## src/rtl/icc_pkg.sv

```systemverilog
`timescale 1ns / 1ps
// Shared types, constants and kernel tables of the window convolution unit.
// Used by the top level, icc_front, icc_back and icc_queue; depends on nothing.
package icc_pkg;

  localparam int MAX_WIDTH    = 2048;
  localparam int HEIGHT_LIMIT = 2048;
  localparam int NUM_ROWS     = 9;
  localparam int ADDR_W       = $clog2(MAX_WIDTH);
  localparam int DIM_W        = 12;
  localparam int SLOT_W       = $clog2(NUM_ROWS);
  localparam int SUM_W        = 17;
  localparam int QDEPTH       = 8;
  localparam int QPTR_W       = $clog2(QDEPTH);
  localparam int PIX_W        = 24;

  // configuration register indexes
  localparam logic [1:0] CFG_KERNEL = 2'd0;
  localparam logic [1:0] CFG_GRAY   = 2'd1;
  localparam logic [1:0] CFG_WIDTH  = 2'd2;
  localparam logic [1:0] CFG_HEIGHT = 2'd3;

  // kernel codes
  localparam logic [1:0] KS_CONTRAST = 2'd0;
  localparam logic [1:0] KS_SOBEL_X  = 2'd1;
  localparam logic [1:0] KS_SOBEL_Y  = 2'd2;

  typedef logic signed [5:0] weight_t;

  typedef struct packed {
    logic [7:0] b;
    logic [7:0] g;
    logic [7:0] r;
  } pixel_t;

  typedef struct packed {
    logic       valid;
    logic       last;
    logic [1:0] ks;
    logic       gray;
  } win_ctrl_t;

  typedef struct packed {
    logic [7:0] a;
    logic [7:0] b;
    logic [7:0] c;
    logic       last;
  } result_t;

  localparam int K9 [9][9] = '{
    '{ 0, 0, 0,-1,-1,-1, 0, 0, 0},
    '{ 0,-2,-3,-3,-3,-3,-3,-2, 0},
    '{ 0,-3,-2,-1,-1,-1,-2,-3, 0},
    '{-1,-3,-1, 9, 9, 9,-1,-3,-1},
    '{-1,-3,-1, 9,19, 9,-1,-3,-1},
    '{-1,-3,-1, 9, 9, 9,-1,-3,-1},
    '{ 0,-3,-2,-1,-1,-1,-2,-3, 0},
    '{ 0,-2,-3,-3,-3,-3,-3,-2, 0},
    '{ 0, 0, 0,-1,-1,-1, 0, 0, 0}
  };
  localparam int KSX [3][3] = '{'{-1, 0, 1}, '{-2, 0, 2}, '{-1, 0, 1}};
  localparam int KSY [3][3] = '{'{ 1, 2, 1}, '{ 0, 0, 0}, '{-1,-2,-1}};

  // Weight of window tap (r,c); 3x3 kernels sit in the bottom-right corner.
  function automatic weight_t tap_weight(logic [1:0] ks, int r, int c);
    weight_t w;
    w = '0;
    if (ks == KS_CONTRAST) begin
      w = weight_t'(K9[r][c]);
    end else if (r >= NUM_ROWS - 3 && c >= NUM_ROWS - 3) begin
      if (ks == KS_SOBEL_X) w = weight_t'(KSX[r-NUM_ROWS+3][c-NUM_ROWS+3]);
      else                  w = weight_t'(KSY[r-NUM_ROWS+3][c-NUM_ROWS+3]);
    end
    return w;
  endfunction

  // floor((r+g+b)/3) by reciprocal multiply, exact for sums up to 765
  function automatic logic [7:0] gray_of(pixel_t p);
    logic [9:0]  s;
    logic [19:0] m;
    s = 10'(p.r) + 10'(p.g) + 10'(p.b);
    m = 20'(s) * 20'd683;
    return m[18:11];
  endfunction

endpackage

```

## src/rtl/icc_queue.sv

```systemverilog
`timescale 1ns / 1ps
// Result queue with slot reservation, so the pipeline never has to stall.
// Depends on icc_pkg.
module icc_queue import icc_pkg::*; (
  input  logic    clk_i,
  input  logic    rst_ni,
  input  logic    reserve_i,
  input  logic    wr_valid_i,
  input  result_t wr_data_i,
  input  logic    out_stall_i,
  output logic    out_valid_o,
  output result_t out_data_o,
  output logic    stall_o
);

  result_t           mem_q [QDEPTH];
  logic [QPTR_W-1:0] wr_ptr_q, rd_ptr_q;
  logic [QPTR_W:0]   cnt_q, rsv_q;
  logic              pop;

  assign out_valid_o = cnt_q != '0;
  assign out_data_o  = mem_q[rd_ptr_q];
  assign pop         = out_valid_o && !out_stall_i;
  // a slot is held from accept until the result transfers out
  assign stall_o     = rsv_q == (QPTR_W+1)'(QDEPTH);

  always_ff @(posedge clk_i) begin
    if (wr_valid_i) mem_q[wr_ptr_q] <= wr_data_i;
  end

  always_ff @(posedge clk_i or negedge rst_ni) begin
    if (!rst_ni) begin
      wr_ptr_q <= '0;
      rd_ptr_q <= '0;
      cnt_q    <= '0;
      rsv_q    <= '0;
    end else begin
      if (wr_valid_i) wr_ptr_q <= wr_ptr_q + QPTR_W'(1);
      if (pop)        rd_ptr_q <= rd_ptr_q + QPTR_W'(1);
      cnt_q <= cnt_q + (QPTR_W+1)'(wr_valid_i) - (QPTR_W+1)'(pop);
      rsv_q <= rsv_q + (QPTR_W+1)'(reserve_i) - (QPTR_W+1)'(pop);
    end
  end

endmodule

```

## config.mk

```make
export PLATFORM = sky130hd
export DESIGN_NAME = icc_queue
export DESIGN_NICKNAME = d
export VERILOG_FILES = /design/src/rtl/icc_pkg.sv /design/src/rtl/icc_queue.sv
export SDC_FILE = /design/constraint.sdc
export NUM_CORES = 1
export LEC_CHECK = 0
export ABC_CLOCK_PERIOD_IN_PS = 2900
export BUFFER_PORTS_ARGS = -buffer_cell sky130_fd_sc_hd__buf_2
export CAP_MARGIN = 15
export CORE_UTILIZATION = 45
export CTS_CLUSTER_SIZE = 24
export DETAILED_ROUTE_END_ITERATION = 7
export MAX_ROUTING_LAYER = met4
export SLEW_MARGIN = 20
export SYNTH_ARGS = -nofsm -noshare
export SYNTH_HDL_FRONTEND = slang
export SYNTH_SLANG_ARGS = --single-unit
```

## constraint.sdc

```tcl
create_clock -name clk_i -period 2.9 [get_ports clk_i]
set_input_delay 0.58 -clock clk_i [delete_from_list [all_inputs] [get_ports clk_i]]
set_output_delay 0.58 -clock clk_i [all_outputs]
set_load 0.1 [all_outputs]
```

==> results.sh, run 1 <==
export IMPL_worstSetupPathType="flop to output pin"
export IMPL_synth_area_leaders="edfxtp_1 71%, mux4_1 15%, dfrtp_1 4.1%"
export IMPL_setup_viol=0
export IMPL_startpoint="rd_ptr_q[0]"
export IMPL_slew_violations=0
export IMPL_clk_path_buf_depth=3
export IMPL_grt_pass1_vias=4015
export IMPL_first_pass_iters=4
export IMPL_max_freq_mhz=351
export IMPL_avgSynthCellArea_um2=23.4
export IMPL_status="completed"
export IMPL_instances_no_fill=698
export IMPL_tritoncts="built"
export IMPL_floorplan_initialDensity_pct=46.6
export IMPL_num_rows=49
export IMPL_r2r_start="cnt_q[2]"
export IMPL_htreeDepth=1
export IMPL_clk_pin_slew_ps=60
export IMPL_synth_cell_type_count=23
export IMPL_drt_wl_total_mm=15.7
export IMPL_drc=0
export IMPL_clock_sinks=214
export IMPL_grt_max_degree=31
export IMPL_tns_ps=0
export IMPL_vias_per_cell=5.48
export IMPL_io_pins=57
export IMPL_seq_area_frac_synth_pct=74.9
export IMPL_grt_first_pass_wirelength_mm=23.4
export IMPL_clock_latency_ps=490
export IMPL_hpwl_mm=8.82
export IMPL_layout_min_cycle_time_ps=2850
export IMPL_slew_headroom_pct=63.4
export IMPL_maxCapViolations=0
export IMPL_syn_nets=405
export IMPL_die_y_um=139
export IMPL_synth_top_area_share_pct=70.8
export IMPL_gp_congestion=0.680
export IMPL_synth_cells=363
export IMPL_drtIter0Drc=131
export IMPL_syn_area_um2=8480
export IMPL_grt_ovfl_total=0
export IMPL_min_from="reserve_i"
export IMPL_final_nets=495
export IMPL_area_delta_synth_final_pct=19.7
export IMPL_drive_gt1_share_pct=32.0
export IMPL_tightest_slew_ps=548
export IMPL_grtUsageTotal_pct=16.7
export IMPL_ant_nets=0
export IMPL_placedCellCount=653
export IMPL_hold_path_class="input pin to flop"
export IMPL_yosys_area_top_type="edfxtp_1"
export IMPL_die_area_um2=19400
export IMPL_cp_required_ps=2320
export IMPL_cts_buffers=22
export IMPL_layout_commonest_cell="edfxtp_1"
export IMPL_post_drt_wl_per_cell_um=22.4
export IMPL_end_kind="output pin"
export IMPL_antenna_found_initial=0
export IMPL_portBuffers=56
export IMPL_fin_crit_sh_pct=98.1
export IMPL_worstPathArrival_ps=2270
export IMPL_final_cell_mix="200 x edfxtp_1, 49 x mux4_1, 32 x buf_2"
export IMPL_finalClockSkew_ps=14.1
export IMPL_antenna_cells=0
export IMPL_fp_dieW_um=139
export IMPL_hold_violations=0
export IMPL_synth_seq_cells=214
export IMPL_core_um2=18200
export IMPL_cts_root_buf="clkbuf_16"
export IMPL_start_kind="flop"
export IMPL_num_vias=3826
export IMPL_yosys_warnings=0
export IMPL_crit_path_max_fanout=11
==> path summary, 6_finish.rpt <==
kind                                  end  slack [ps]  cells past startpoint
max                        out_data_o[22]          50                      5
min                              rsv_q[0]         320                      2
max reg2reg                      rsv_q[2]         800                     10
min reg2reg                      rsv_q[3]         560                      2
max in group asynchronous     rd_ptr_q[1]        2080                      2
min in group asynchronous     wr_ptr_q[2]         530                      2
==> per-layer routing <==
metal  up-vias  share of wire, %  GRT usage [%]
li1       1722                 -              -
met1      2001                43           20.6
met2        83                51           28.4
met3        20               4.9           3.37
met4         0              0.99           3.86
met5         -                 0              -
==> final cells by class <==
class	count	area, um2
Sequential cell	214	6360
Clock buffer	27	591
Inverter	9	33.8
Multi-Input combinational cell	125	2020
Tap cell	229	287
Timing Repair Buffer	81	728
Clock inverter	13	136
Fill cell	1347	8050
==> critical path: stages (launching register included) <==
cell and delay [ps]:
dfrtp_2 380, buf_12 140, buf_12 150, mux4_1 540
mux2_2 270, buf_2 290
==> cells by family after synthesis <==
kind of cell	Yosys count	share of synthesized area (%)
AO/OA/AOI/OAI	5	0.354
XOR/XNOR	8	0.826
adder cells (fa/ha/maj)	12	1.95
buffers and inverters	24	1.61
flip-flops	214	74.9
multiplexers	77	19.0
AND/OR/NAND/NOR	23	1.33
==> cell usage after synthesis, drive strengths merged <==
cell,n
o21ai,1
fa,2
nor3,2
edfxtp,200
a21oi,2
nand2,6
nor3b,3
xnor2,3
ha,10
a21o,2
xor2,5
mux4,50
nor2,7
clkbuf,7
inv,9
nand2b,3
buf,8
dfrtp,14
or3,2
mux2,27
==> repair_timing <==
item | 4_1_cts | 5_1_grt
gates resized for setup | 21 | 23
endpoints found under the setup margin | 16 | 24
hold buffers | 1 | 0
gates cloned | 0 | 3
buffers inserted | 0 | 1
hold endpoints to repair | 14 | 0
==> registers in the layout, indices dropped and copies added (netlist names) <==
| name | cells |
|---|---|
| cnt_q | 4 |
| rd_ptr_q | 3 |
| mem_q | 200 |
| wr_ptr_q | 3 |
| rsv_q | 4 |
==> stage by stage <==
| stage | util [%] | hold slack, ps | area [um2] | setup slack (ps) |
|---|---|---|---|---|
| finish | 55.8 | 322 | 10200 | 54.8 |
| global route | 55.8 | 307 | 10200 | -8.18 |
| CTS | 54.9 | 308 | 10000 | 7.30 |
| detailed placement | 50.6 | 505 | 9210 | 371 |
| global placement | 50.6 | 498 | 9210 | 408 |
| floorplan | - | 284 | 8490 | 50.6 |
Power of run 1 is not shown: default switching activity piles up to over one toggle a cycle in this logic, so the estimate is an artifact.
==> inputs of run 2 (changes only) <==
BUFFER_PORTS_ARGS = -buffer_cell sky130_fd_sc_hd__buf_4   (was -buffer_cell sky130_fd_sc_hd__buf_2)
CORE_MARGIN = 4   (was unset)
==> results.sh, run 2 (synthesis results as in run 1) <==
export IMPL_crit_path_max_fanout=11
export IMPL_cts_buffers=23
export IMPL_drt_wl_total_mm=16.1
export IMPL_io_pins=57
export IMPL_slew_headroom_pct=61.0
export IMPL_grt_setup_unrepaired="yes"
export IMPL_grt_pass1_vias=4201
export IMPL_tritoncts="built"
export IMPL_num_rows=49
export IMPL_final_nets=497
export IMPL_ant_nets=0
export IMPL_drtIter0Drc=192
export IMPL_area_delta_synth_final_pct=20.8
export IMPL_clk_path_buf_depth=3
export IMPL_clock_latency_ps=500
export IMPL_largest_reg_flops=200
export IMPL_fin_crit_sh_pct=97.9
export IMPL_max_freq_mhz=352
export IMPL_maxCapViolations=0
export IMPL_hold_path_class="input pin to flop"
export IMPL_drive_gt1_share_pct=32.9
export IMPL_clk_pin_slew_ps=60
export IMPL_tightest_slew_ps=583
export IMPL_drc=0
export IMPL_fp_dieW_um=145
export IMPL_status="completed"
export IMPL_grt_ovfl_total=0
export IMPL_htreeDepth=1
export IMPL_layout_commonest_cell="edfxtp_1"
export IMPL_floorplan_initialDensity_pct=46.4
export IMPL_finalClockSkew_ps=12.6
export IMPL_antenna_cells=0
export IMPL_antenna_found_initial=0
export IMPL_num_vias=3880
export IMPL_gp_congestion=0.688
export IMPL_post_dp_cell_area_um2=9360
export IMPL_grtUsageTotal_pct=15.9
export IMPL_worstPathArrival_ps=2260
export IMPL_clock_sinks=214
export IMPL_regMostFlops="mem_q"
export IMPL_core_um2=18300
export IMPL_critical_path_slowest_cell="mux4_1"
export IMPL_worstSetupPathType="flop to output pin"
export IMPL_portBuffers=56
export IMPL_worstPathCellList="buf_12 -> buf_16 -> mux4_1 -> mux2_2 -> buf_4"
export IMPL_grt_first_pass_wirelength_mm=24.9
export IMPL_top_regs="mem_q: 200 flops, cnt_q: 4 flops, rsv_q: 4 flops"
export IMPL_tns_ps=0
export IMPL_die_area_um2=21100
export IMPL_hpwl_mm=9.05
export IMPL_dp_slack_ps=469
export IMPL_setup_viol=0
export IMPL_cp_required_ps=2320
export IMPL_finalWorstSetupSlack_ps=62.1
export IMPL_slew_violations=0
export IMPL_final_cell_mix="200 x edfxtp_1, 49 x buf_4, 45 x mux4_1"
export IMPL_hold_violations=0
export IMPL_end_kind="output pin"
export IMPL_die_y_um=145
export IMPL_crit_path_max_incr_delay_ps=540
export IMPL_layout_min_cycle_time_ps=2840
export IMPL_cts_root_buf="clkbuf_16"
export IMPL_vias_per_cell=5.57
export IMPL_fin_area_um2=10200
export IMPL_post_drt_wl_per_cell_um=23.1
export IMPL_placedCellCount=652
export IMPL_instances_no_fill=697
export IMPL_first_pass_iters=5
export IMPL_start_kind="flop"
export IMPL_grt_max_degree=29
==> run 2: changes by cell type in the layout (fill, tap and decap cells not counted), moves of 3 or more <==
cell / change
buf_16: +3
buf_2: -32
buf_4: +24
buf_6: +9
clkbuf_16: -3
clkinv_1: -3
mux4_1: -4
mux4_2: +4
nor2_2: -6
nor2_4: +6
==> run 2: layer usage <==
metal	part of all wire (%)	up-vias	global-route usage, %
met1	44	2032	21.3
li1	-	1729	-
met5	0	-	-
met2	50	93	26.0
met4	2.0	0	3.66
met3	4.3	26	2.71
==> run 2: final cells by class <==
| class | instances | area (um2) |
|---|---|---|
| Inverter | 9 | 33.8 |
| Clock buffer | 31 | 626 |
| Multi-Input combinational cell | 125 | 2040 |
| Clock inverter | 7 | 61.3 |
| Timing Repair Buffer | 82 | 847 |
| Sequential cell | 214 | 6360 |
| Tap cell | 229 | 287 |
| Fill cell | 1375 | 8020 |
==> run 2: stage by stage <==
step / hold WS [ps] / util (%)
2_1_floorplan: 284 / -
3_3_place_gp: 443 / 51.2
3_5_place_dp: 444 / 51.2
4_1_cts: 290 / 55.7
5_1_grt: 298 / 56.1
6_report: 310 / 56.1
==> run 2: worst paths after layout <==
check | startpoint | end | slack [ps] | depth (start not counted)
setup / recovery | rd_ptr_q[0] | out_data_o[24] | 60 | 5
hold / removal | wr_data_i[7] | mem_q[2][7] | 310 | 1
setup reg to reg | cnt_q[2] | rsv_q[1] | 780 | 10
hold reg to reg | rsv_q[3] | rsv_q[3] | 570 | 2
max in group asynchronous | rst_ni | rd_ptr_q[1] | 2220 | 2
min in group asynchronous | rst_ni | cnt_q[0] | 480 | 2
==> run 2: critical path, delay by kind of cell (launching register included) <==
| family | cells | cell delay (ps) |
|---|---|---|
| mux | 2 | 830 |
| buf+inv | 3 | 540 |
| flops | 1 | 390 |
==> run 2: what timing repair did <==
action	4_1_cts	5_1_grt
setup buffers	3	0
endpoints found under the setup margin	19	22
gates resized for setup	5	27
pin swaps	0	0
cloned	3	0
endpoints found under the hold margin	14	0
hold buffers	1	0
Power of run 2 is left out for the same reason.
